**src/design/spq_pkg.sv**
```systemverilog
// Shared types and constants for the stable priority queue.
`timescale 1ns / 1ps

package spq_pkg;

    localparam int TAG_W       = 16;
    localparam int AGE_W       = 7;
    localparam int PRIO_W      = 4;
    localparam int ENTRY_W     = TAG_W + AGE_W + PRIO_W;
    localparam int COUNT_OUT_W = 5;

    localparam logic [AGE_W-1:0] AGE_START_MIN = 7'd100;

    typedef struct packed {
        logic [TAG_W-1:0]  tag;
        logic [AGE_W-1:0]  age;
        logic [PRIO_W-1:0] prio;
    } entry_t;

    typedef enum logic [1:0] {
        ST_ENQUEUED = 2'd0,
        ST_DEQUEUED = 2'd1,
        ST_EMPTY    = 2'd2,
        ST_FULL     = 2'd3
    } status_t;

    localparam logic CMD_ENQUEUE = 1'b0;
    localparam logic CMD_DEQUEUE = 1'b1;

endpackage

```
**src/design/stable_priority_queue_with_age_stats.sv**
```systemverilog
// Top level of the stable priority queue with age statistics.
//
// Usage: each input word carries a command (enqueue or dequeue) with a tag,
// age and priority. Entries leave in ascending priority number; equal
// priorities leave in arrival order. Every input word yields exactly one
// output word: a status, the removed entry (zero unless dequeued), the entry
// count and the largest and smallest stored ages (smallest starts at 100).
// Both channels use valid/ready; a word moves when both are high.
// Entries sit in a single RAM with registered read data, kept in service
// order with slot 0 at the front; a sequencer walks it one slot a cycle.
// An enqueue reads from the back and moves each entry of larger priority
// number one slot back before it writes the new entry; a dequeue reads the
// head, then moves every later entry one slot forward and folds its age into
// the extremes; a refused or ignored word goes straight to the finish state.
// The next word is taken once the result has loaded and the sequencer is
// idle again; a full queue of 16 has the longest walk.
// The input is taken only while the sequencer is idle; a finished result
// waits in the output register, and if the receiver stalls while a second
// result is ready, the sequencer holds that result until the register frees.
// Reset empties the queue at once (count to zero); the RAM is not cleared,
// since only slots below the count are ever read.
`timescale 1ns / 1ps

module stable_priority_queue_with_age_stats #(
    parameter int CAPACITY = 16
) (
    input  logic                        clk,
    input  logic                        rst_n,
    input  logic                        in_valid,
    output logic                        in_ready,
    input  logic                        command,
    input  logic [spq_pkg::TAG_W-1:0]   entry_tag,
    input  logic [spq_pkg::AGE_W-1:0]   entry_age,
    input  logic [spq_pkg::PRIO_W-1:0]  entry_priority,
    output logic                        out_valid,
    input  logic                        out_ready,
    output logic [1:0]                  op_status,
    output logic [spq_pkg::TAG_W-1:0]   out_tag,
    output logic [spq_pkg::AGE_W-1:0]   out_age,
    output logic [spq_pkg::PRIO_W-1:0]  out_priority,
    output logic [spq_pkg::COUNT_OUT_W-1:0] entry_count,
    output logic [spq_pkg::AGE_W-1:0]   oldest_age,
    output logic [spq_pkg::AGE_W-1:0]   youngest_age
);
    import spq_pkg::*;

    localparam int AW = $clog2(CAPACITY);
    localparam int CW = $clog2(CAPACITY + 1);
    localparam logic [CW-1:0] CAP_COUNT = CW'(CAPACITY);
    localparam logic [CW-1:0] ONE_COUNT = CW'(1);

    // Sequencer states, one-hot
    typedef enum logic [6:0] {
        S_IDLE      = 7'b0000001,
        S_ENQ_WALK  = 7'b0000010,
        S_PUT       = 7'b0000100,
        S_DEQ_HEAD  = 7'b0001000,
        S_DEQ_WALK  = 7'b0010000,
        S_FINISH    = 7'b0100000,
        S_SPARE     = 7'b1000000
    } state_t;

    state_t          state_reg, state_next;
    logic [CW-1:0]   count_reg, count_next;
    logic [AW-1:0]   ptr_reg, ptr_next;
    logic [AW-1:0]   put_addr_reg, put_addr_next;
    entry_t          new_reg, new_next;
    entry_t          removed_reg, removed_next;
    status_t         status_reg, status_next;
    // age extremes of the stored entries; also the accumulators of a dequeue walk
    logic [AGE_W-1:0] oldest_reg, oldest_next;
    logic [AGE_W-1:0] youngest_reg, youngest_next;

    // output register
    logic            out_valid_reg, out_valid_next;
    status_t         o_status_reg, o_status_next;
    entry_t          o_entry_reg, o_entry_next;
    logic [CW-1:0]   o_count_reg, o_count_next;
    logic [AGE_W-1:0] o_oldest_reg, o_oldest_next;
    logic [AGE_W-1:0] o_youngest_reg, o_youngest_next;

    // RAM port
    logic            wr_en;
    logic [AW-1:0]   wr_addr;
    entry_t          wr_data;
    logic            rd_en;
    logic [AW-1:0]   rd_addr;
    entry_t          rd_data;

    logic [CW-1:0]   count_less_one;
    logic [CW-1:0]   ptr_wide;
    logic [CW+COUNT_OUT_W-1:0] count_out_wide;
    logic            accept;

    spq_ram #(
        .DEPTH (CAPACITY)
    ) u_ram (
        .clk     (clk),
        .wr_en   (wr_en),
        .wr_addr (wr_addr),
        .wr_data (wr_data),
        .rd_en   (rd_en),
        .rd_addr (rd_addr),
        .rd_data (rd_data)
    );

    assign in_ready       = (state_reg == S_IDLE);
    assign accept         = in_valid && in_ready;
    assign count_less_one = count_reg - ONE_COUNT;
    assign ptr_wide       = CW'(ptr_reg);

    always_comb
    begin
        state_next      = state_reg;
        count_next      = count_reg;
        ptr_next        = ptr_reg;
        put_addr_next   = put_addr_reg;
        new_next        = new_reg;
        removed_next    = removed_reg;
        status_next     = status_reg;
        oldest_next     = oldest_reg;
        youngest_next   = youngest_reg;
        out_valid_next  = out_valid_reg;
        o_status_next   = o_status_reg;
        o_entry_next    = o_entry_reg;
        o_count_next    = o_count_reg;
        o_oldest_next   = o_oldest_reg;
        o_youngest_next = o_youngest_reg;
        wr_en           = 1'b0;
        wr_addr         = '0;
        wr_data         = rd_data;
        rd_en           = 1'b0;
        rd_addr         = '0;

        // drop the output word once the receiver takes it
        if (out_valid_reg && out_ready)
        begin
            out_valid_next = 1'b0;
        end

        unique case (state_reg)
            S_IDLE:
            begin
                if (accept)
                begin
                    new_next     = '{tag: entry_tag, age: entry_age, prio: entry_priority};
                    removed_next = '0;
                    if (command == CMD_ENQUEUE)
                    begin
                        if (count_reg >= CAP_COUNT)
                        begin
                            status_next = ST_FULL;
                            state_next  = S_FINISH;
                        end
                        else if (count_reg == '0)
                        begin
                            put_addr_next = '0;
                            state_next    = S_PUT;
                        end
                        else
                        begin
                            // start at the back and walk towards the front
                            rd_en      = 1'b1;
                            rd_addr    = count_less_one[AW-1:0];
                            ptr_next   = count_less_one[AW-1:0];
                            state_next = S_ENQ_WALK;
                        end
                    end
                    else
                    begin
                        if (count_reg == '0)
                        begin
                            status_next = ST_EMPTY;
                            state_next  = S_FINISH;
                        end
                        else
                        begin
                            rd_en      = 1'b1;
                            rd_addr    = '0;
                            ptr_next   = '0;
                            state_next = S_DEQ_HEAD;
                        end
                    end
                end
            end

            S_ENQ_WALK:
            begin
                if (rd_data.prio > new_reg.prio)
                begin
                    // shift this entry one slot back
                    wr_en   = 1'b1;
                    wr_addr = ptr_reg + AW'(1);
                    wr_data = rd_data;
                    if (ptr_reg == '0)
                    begin
                        put_addr_next = '0;
                        state_next    = S_PUT;
                    end
                    else
                    begin
                        rd_en    = 1'b1;
                        rd_addr  = ptr_reg - AW'(1);
                        ptr_next = ptr_reg - AW'(1);
                    end
                end
                else
                begin
                    put_addr_next = ptr_reg + AW'(1);
                    state_next    = S_PUT;
                end
            end

            S_PUT:
            begin
                wr_en       = 1'b1;
                wr_addr     = put_addr_reg;
                wr_data     = new_reg;
                count_next  = count_reg + ONE_COUNT;
                status_next = ST_ENQUEUED;
                if (new_reg.age > oldest_reg)
                begin
                    oldest_next = new_reg.age;
                end
                if (new_reg.age < youngest_reg)
                begin
                    youngest_next = new_reg.age;
                end
                state_next = S_FINISH;
            end

            S_DEQ_HEAD:
            begin
                removed_next  = rd_data;
                status_next   = ST_DEQUEUED;
                oldest_next   = '0;
                youngest_next = AGE_START_MIN;
                if (count_reg == ONE_COUNT)
                begin
                    count_next = '0;
                    state_next = S_FINISH;
                end
                else
                begin
                    rd_en      = 1'b1;
                    rd_addr    = AW'(1);
                    ptr_next   = AW'(1);
                    state_next = S_DEQ_WALK;
                end
            end

            S_DEQ_WALK:
            begin
                // move forward one slot and fold its age into the extremes
                wr_en   = 1'b1;
                wr_addr = ptr_reg - AW'(1);
                wr_data = rd_data;
                if (rd_data.age > oldest_reg)
                begin
                    oldest_next = rd_data.age;
                end
                if (rd_data.age < youngest_reg)
                begin
                    youngest_next = rd_data.age;
                end
                if (ptr_wide == count_less_one)
                begin
                    count_next = count_less_one;
                    state_next = S_FINISH;
                end
                else
                begin
                    rd_en    = 1'b1;
                    rd_addr  = ptr_reg + AW'(1);
                    ptr_next = ptr_reg + AW'(1);
                end
            end

            S_FINISH:
            begin
                // hold until the output register is free
                if (!out_valid_reg || out_ready)
                begin
                    out_valid_next  = 1'b1;
                    o_status_next   = status_reg;
                    o_entry_next    = removed_reg;
                    o_count_next    = count_reg;
                    o_oldest_next   = oldest_reg;
                    o_youngest_next = youngest_reg;
                    state_next      = S_IDLE;
                end
            end

            default:
            begin
                state_next = S_IDLE;
            end
        endcase
    end

    always_ff @(posedge clk or negedge rst_n)
    begin
        if (!rst_n)
        begin
            state_reg     <= S_IDLE;
            count_reg     <= '0;
            oldest_reg    <= '0;
            youngest_reg  <= AGE_START_MIN;
            out_valid_reg <= 1'b0;
        end
        else
        begin
            state_reg     <= state_next;
            count_reg     <= count_next;
            oldest_reg    <= oldest_next;
            youngest_reg  <= youngest_next;
            out_valid_reg <= out_valid_next;
        end
    end

    always_ff @(posedge clk)
    begin
        ptr_reg        <= ptr_next;
        put_addr_reg   <= put_addr_next;
        new_reg        <= new_next;
        removed_reg    <= removed_next;
        status_reg     <= status_next;
        o_status_reg   <= o_status_next;
        o_entry_reg    <= o_entry_next;
        o_count_reg    <= o_count_next;
        o_oldest_reg   <= o_oldest_next;
        o_youngest_reg <= o_youngest_next;
    end

    // the count leaves masked to the port width
    assign count_out_wide = {{COUNT_OUT_W{1'b0}}, o_count_reg};

    assign out_valid    = out_valid_reg;
    assign op_status    = o_status_reg;
    assign out_tag      = o_entry_reg.tag;
    assign out_age      = o_entry_reg.age;
    assign out_priority = o_entry_reg.prio;
    assign entry_count  = count_out_wide[COUNT_OUT_W-1:0];
    assign oldest_age   = o_oldest_reg;
    assign youngest_age = o_youngest_reg;

    a_count_bound: assert property (@(posedge clk) disable iff (!rst_n)
        count_reg <= CAP_COUNT)
        else $error("entry count exceeds capacity");

    a_busy_after_accept: assert property (@(posedge clk) disable iff (!rst_n)
        accept |=> state_reg != S_IDLE)
        else $error("sequencer idle right after accepting a word");

    a_removed_zero: assert property (@(posedge clk) disable iff (!rst_n)
        out_valid && (op_status != ST_DEQUEUED) |->
            (out_tag == '0) && (out_age == '0) && (out_priority == '0))
        else $error("removed entry fields set without a dequeue");

    a_youngest_cap: assert property (@(posedge clk) disable iff (!rst_n)
        youngest_reg <= AGE_START_MIN)
        else $error("youngest age above start value");

    a_no_idle_write: assert property (@(posedge clk) disable iff (!rst_n)
        wr_en |-> state_reg != S_IDLE)
        else $error("RAM written while idle");

endmodule

```
**src/design/spq_ram.sv**
```systemverilog
// Single-port-write, single-port-read entry store with registered read data.
`timescale 1ns / 1ps

module spq_ram #(
    parameter int DEPTH = 16,
    parameter int AW    = $clog2(DEPTH)
) (
    input  logic            clk,
    input  logic            wr_en,
    input  logic [AW-1:0]   wr_addr,
    input  spq_pkg::entry_t wr_data,
    input  logic            rd_en,
    input  logic [AW-1:0]   rd_addr,
    output spq_pkg::entry_t rd_data
);
    import spq_pkg::*;

    entry_t mem [DEPTH];
    entry_t rd_data_reg;

    always_ff @(posedge clk)
    begin
        if (wr_en)
        begin
            mem[wr_addr] <= wr_data;
        end
        if (rd_en)
        begin
            rd_data_reg <= mem[rd_addr];
        end
    end

    assign rd_data = rd_data_reg;

endmodule

```
**config.mk**
```make
export PLATFORM = sky130hd
export DESIGN_NAME = stable_priority_queue_with_age_stats
export DESIGN_NICKNAME = d
export VERILOG_FILES = /design/src/design/spq_pkg.sv /design/src/design/stable_priority_queue_with_age_stats.sv /design/src/design/spq_ram.sv
export SDC_FILE = /design/constraint.sdc
export NUM_CORES = 1
export LEC_CHECK = 0
export BUFFER_PORTS_ARGS = -buffer_cell sky130_fd_sc_hd__buf_2
export CORE_UTILIZATION = 40
export CTS_CLUSTER_SIZE = 16
export DETAILED_ROUTE_END_ITERATION = 7
export PLACE_DENSITY = 0.68
export SETUP_SLACK_MARGIN = 0.5
export SLEW_MARGIN = 20
export SYNTH_ARGS = -nofsm -noshare
export SYNTH_HDL_FRONTEND = slang
export SYNTH_SLANG_ARGS = --single-unit
```
**constraint.sdc**
```tcl
create_clock -name clk -period 3.4 [get_ports clk]
set_clock_uncertainty 0.2 [all_clocks]
set_input_delay 0.17 -clock clk [delete_from_list [all_inputs] [get_ports clk]]
set_output_delay 0.17 -clock clk [all_outputs]
set_load 0.01 [all_outputs]
```
### Yosys cells after proc, flatten, opt, wreduce, memory -nomap -nowiden

Memory sizes are Yosys's and may differ from the RTL's. A register that Yosys moved wholly into a read port is not among the register bits.
Index checks and enable logic that the tools add are counted.

| storage, ports and cells | value |
|---|---|
| register bits | 139 |
| bits in writable memories | 432 |
| input port bits | 32 |
| output and inout port bits | 50 |
| word-level logic and storage cells | 154 |
| memories kept | 1 |

Memory list:

| memory | depth | width | rd ports | clocked after Yosys merged registers in | wr ports | RTL line | text |
|---|---|---|---|---|---|---|---|
| u_ram.mem | 16 | 27 | 1 | 1 | 1 | spq_ram.sv:18 | `entry_t mem [DEPTH];` |

| cells by class | value |
|---|---|
| add/subtract/negate cells | 4 |
| magnitude comparators | 6 |
| equal/unequal tests | 28 |
| multiplexer cells | 72 |
| reduce and logical (&&, ||, !) cells | 22 |

Operators with widths:

| kind | count |
|---|---|
| 4-bit 2-to-1 mux | 23 |
| 7-bit 2-to-1 mux | 10 |
| 27-bit 2-to-1 mux | 2 |
| 27-bit case mux with 2 select lines | 1 |
| 7-bit case mux with 3 select lines | 2 |
| 7-bit case mux with 6 select lines | 1 |
| 4-bit case mux with 4 select lines | 2 |
| 2-bit inequality test, second input constant | 14 |
| 6-bit 2-to-1 mux | 3 |
| 1-bit 2-to-1 mux | 15 |
| 5-bit case mux with 3 select lines | 1 |
| 7-bit greater-than comparator | 2 |
| 7-bit < comparator | 2 |
| 4-bit case mux with 3 select lines | 1 |
| 5-bit 2-to-1 mux | 2 |
| 3-bit AND reduction | 3 |
| 2-bit 2-to-1 mux | 4 |
| 4-bit case mux with 2 select lines | 1 |
| 4-bit AND reduction | 2 |
| 8-bit AND reduction | 1 |
| 7-bit by 1-bit equality test with 1-bit output, second input constant | 1 |
| 7-bit by 2-bit equality test with 1-bit output, second input constant | 1 |
| 7-bit by 3-bit equality test with 1-bit output, second input constant | 1 |
| 7-bit by 4-bit equality test with 1-bit output, second input constant | 1 |
| 29 further kinds | 36 |

### Longest topological paths before layout

| depth | value |
|---|---|
| depth after elaboration | 6 |
| mapped depth | 15 |
| mapped depth without buffers | 11 |

### Hierarchy

Synthesis repeated with hierarchy kept, for this count alone.

| second synthesis, totals | value |
|---|---|
| cell total of the unflattened synthesis | 1261 |
| area total of the unflattened synthesis | 23777.8 µm² |

Modules (own cells, without submodules):

| module | instances | cells each | area each (µm²) | seq. area each (µm²) |
|---|---|---|---|---|
| spq_ram | 1 | 710 | 17164.0 | 13783.2 |
| stable_priority_queue_with_age_stats | 1 | 551 | 6613.8 | 4018.9 |

### Least setup slack after synthesis

No wires, ideal clock.

| path | value |
|---|---|
| kind | register to register |
| start | register state_reg[1] |
| end | register o_count_reg[0] (netlist: entry_count[0]), enable pin |
| library setup time | 0.459 ns |
| data arrival time | 3.145 ns |
| data required time | 2.741 ns |
| setup slack | -0.403 ns |
| cell stages (with the launch flop) | 4 |
| path buffers | 0 |
| period minus slack after synthesis | 3.803 ns |
| cell sequence | dfrtp_1 -> nor4_1 -> nand3b_1 -> nor2b_1 |

| on the way | value |
|---|---|
| word-level cells in the longest chain between the ends | 2 |

RTL lines:

| element | RTL line | text |
|---|---|---|
| start: declaration | stable_priority_queue_with_age_stats.sv:63 | `state_t state_reg, state_next;` |
| start signal: assignment | stable_priority_queue_with_age_stats.sv:313 | `state_reg <= state_next;` |
| 7-bit by 6-bit equality test with 1-bit output | stable_priority_queue_with_age_stats.sv:141 | `unique case (state_reg)` |
| 2-bit AND reduction (no source line) | -- |  |
| end signal: assignment | stable_priority_queue_with_age_stats.sv:330 | `o_count_reg <= o_count_next;` |
| end: declaration | stable_priority_queue_with_age_stats.sv:78 | `logic [CW-1:0] o_count_reg, o_count_next;` |

No other way between the ends.
A chain may end at the register's enable or synchronous reset.

### Final worst setup path

| path | value |
|---|---|
| start | register count_reg[1] |
| end | register u_ram.rd_data[3] (netlist name) |

| on the way | value |
|---|---|
| word-level cells in the longest chain between the ends | 6 |
| elaborated cells between the ends (all ways) | 19 |
| those cells by class | 1 x add/sub; 1 x order compare; 2 x eq/ne; 14 x mux; 1 x reduce/logical |

RTL lines:

| element | RTL line | text |
|---|---|---|
| start: declaration | stable_priority_queue_with_age_stats.sv:64 | `logic [CW-1:0] count_reg, count_next;` |
| start signal: assignment | stable_priority_queue_with_age_stats.sv:314 | `count_reg <= count_next;` |
| 5-bit by 1-bit subtractor with 5-bit output or 5-bit zero test (tied branches) | stable_priority_queue_with_age_stats.sv:109, stable_priority_queue_with_age_stats.sv:155, stable_priority_queue_with_age_stats.sv:171 |  |
| 4-bit 2-to-1 mux or 1-bit 2-to-1 mux (tied branches) | stable_priority_queue_with_age_stats.sv:155, stable_priority_queue_with_age_stats.sv:171 |  |
| 4-bit 2-to-1 mux or 1-bit 2-to-1 mux (tied branches) | stable_priority_queue_with_age_stats.sv:150 | `if (count_reg >= CAP_COUNT)` |
| 4-bit 2-to-1 mux or 1-bit 2-to-1 mux (tied branches) | stable_priority_queue_with_age_stats.sv:148 | `if (command == CMD_ENQUEUE)` |
| 4-bit 2-to-1 mux or 1-bit 2-to-1 mux (tied branches) | stable_priority_queue_with_age_stats.sv:144 | `if (accept)` |
| 4-bit case mux with 4 select lines or 1-bit case mux with 4 select lines (tied branches) | stable_priority_queue_with_age_stats.sv:141 |  |

Several ways; a longest one is shown, not always the timed one.

==> results.cfg <==
[status]
outcome = finished, violations left
violations = setup timing

[worst_hold_path]
worst_hold_path.endpoint = new_reg[23]
hold_path.class = primary input to flip-flop
hp-start = entry_tag[12]
holdPathStages = 2

[final_layout]
final_common_cell = edfxtp_1
final_nets = 2187
regMostFlops = u_ram.mem
final_core_util_pct = 52.8
final_layout_size_suffix_gt1_share_pct = 24.0
syn_to_final_growth_pct = 30.4
n_antenna_cell = 0
final_cell_area_mm2 = 0.0320
fin_cells = 2950
multi_input_area_mm2 = 0.00655
nFillCells = 4656
largest_register_ffs = 432
final_cell_mix = 571 x edfxtp_1, 471 x nand2_1, 86 x nand3_1
register_area_mm2 = 0.0178

[synth]
synth_area_mm2 = 0.0245
ys_types = 66
synth_edf_count = 571
ys.flop_type = edfxtp_1
async_flop_share_pct = 4.36
synth-seq-area-share_pct = 72.6
syn_area_per_cell_um2 = 13.7
netlist_instances = 1786
yosysWarnings = 0
ys_seq_elements = 597
syn-num-nets = 1855

[floorplan]
coreArea_mm2 = 0.0605
die_w_um = 250
io_pins = 82
die-area_mm2 = 0.0623
start_util_pct = 40.5
row_count = 90
die_h_um = 250

[detailed_routing]
wirelength_um = 70900
vias = 16471
routed_via_density = 5.58
drt_iter0_drc = 2035
drc = 0
routedWlPerCell_um = 24.1
first_pass_iters = 5
postRouteAntennaNets = 0

[sta]
period_minus_slack_ns = 3.41
slew_headroom_pct = 59.7
holdWs_ns = 0.0195
drv_slew = 0
rsz0062_at_grt = yes
layout_setup_ws_ns = -0.0139
hold_violations = 0
tightest_slew_ns = 0.602
max_freq_mhz = 293
min_period_over_period_pct = 100
finalSetupViolations = 1

[cts]
cts_max_path_buffers = 3
clk_latency_ns = 0.66
cts_root_buf = clkbuf_16
cts_tree = built
cts_made_buffers = 61
cts.sinks = 597
path_clk_slew_ns = 0.06
cts_max_level = 2

[critical_path]
ff2ff_setup_slack_ns = -0.01
timing.rr.start = count_reg[1]
cp_max_fo = 18
start_kind = flip-flop
cp-end-kind = flip-flop
worstSetupPathType = flip-flop to flip-flop
arrival_ns = 3.59
reg2reg_to = u_ram.rd_data[3]
r2r_cells = 13
cp_data_required_time_ns = 3.58

[pwr]
peakVddDrop_mv = 0.440
p_per_area_mw_per_mm2 = 881
leakage_uw = 0.0124

[global_route]
antenna_found_initial = 0
grt_max_degree = 38
gr-total-overflow = 0
grt_first_pass_wirelength_um = 96700
first_global_vias = 15699
grt_usage_pct = 20.8

[placement]
postPlaceCellArea_mm2 = 0.0270
hpwl_um = 35400
gp_congestion = 0.851
post-place-cells = 2685
dp_slack_ns = -0.155
port_buffers = 81

[flow_run]
maxCapViolations = 0
area by class of cell:
type,count,share of cell area [%]
sequential,597,55.7
multi-input combinational,1064,20.5
timing repair buffer,362,14.2
clock buffer,76,4.95
tap,782,3.06
clock inverter,37,1.14
inverter,32,0.407
synthesized netlist by cell type (5+ instances only):
cell | number | area (um2)
clkbuf_1 | 36 | 135
a22o_1 | 6 | 52.6
a21o_1 | 9 | 67.6
nand3b_1 | 32 | 240
inv_1 | 32 | 120
a32oi_1 | 27 | 236
ha_1 | 37 | 463
o221ai_1 | 29 | 254
xor2_1 | 5 | 43.8
nand3_1 | 91 | 455
buf_6 | 10 | 113
and2_1 | 26 | 163
buf_2 | 29 | 145
edfxtp_1 | 571 | 17100
nor2_1 | 41 | 154
nor2b_1 | 5 | 31.3
nand2b_1 | 11 | 68.8
buf_4 | 11 | 82.6
o21ai_1 | 9 | 45.0
a21oi_1 | 28 | 140
o21ai_0 | 62 | 310
mux2i_1 | 81 | 811
dfrtp_1 | 22 | 551
mux2_2 | 8 | 90.1
nand2_1 | 485 | 1820
report_power, final:
part	leakage (uW)	switching, uW	internal [uW]
Combinational	0.00600	6190	4290
Clock	0.000941	2920	3640
Sequential	0.00549	576	10500
stage by stage:
| stage | power [uW] | TNS, ns |
|---|---|---|
| detailed placement | 19500 | -1.82 |
| global placement | 19200 | -0.322 |
| floorplan | 16500 | 0 |
| finish | 28100 | -0.0139 |
| CTS | 27200 | 0 |
| global route | 29300 | -1.00 |
logic make-up (layout without fill, tap and decap cells):
logic type | Yosys count | in the layout | share of synthesized area, %
muxes | 89 | 89 | 3.68
and+or+nand+nor | 724 | 724 | 13.0
AOI/OAI and AO/OA | 204 | 204 | 5.82
xor gates and xnor gates | 10 | 10 | 0.413
DFF | 597 | 597 | 72.6
adders and majority gates | 37 | 37 | 1.89
buffers and inverters | 125 | 507 | 2.57
critical path, cell delays in order (launching register included):
cell,delay [ns]
dfrtp_1,0.36
inv_2,0.08
ha_4,0.28
xor2_1,0.16
nand3_1,0.13
o31ai_4,0.36
nor2_4,0.08
a211oi_4,0.29
buf_12,0.23
buf_16,0.20
mux2i_1,0.26
mux2i_1,0.13
a32oi_1,0.19
o221ai_1,0.16
per-layer routing:
layer	vias to the layer above	share of wire, %	GRT usage [%]
met4	0	4.4	8.59
li1	7256	-	-
met5	-	0	0
met2	907	48	33.7
met3	175	8.3	3.79
met1	8133	40	27.5
repair_timing:
item                                    CTS  global route
setup buffers                            38            29
pin swaps                                31            36
endpoints found under the hold margin    65             0
endpoints found under the setup margin  696           855
hold buffers                             34             0
gates cloned                             21            30
gates resized for setup                  89           119
worst max-delay path by stage:
| stage | startpoint | end | depth (start not counted) |
|---|---|---|---|
| global route | count_reg[1] | u_ram.rd_data[3] | 13 |
| detailed placement | count_reg[0] | u_ram.rd_data[11] | 12 |
| global placement | u_ram.rd_data[1] | u_ram.rd_data[16] | 12 |
| floorplan | u_ram.rd_data[1] | u_ram.rd_data[10] | 12 |
| CTS | state_reg[2] | u_ram.rd_data[20] | 12 |
| finish | count_reg[1] | u_ram.rd_data[3] | 13 |
Note: power is estimated with default switching activity, not from simulation.
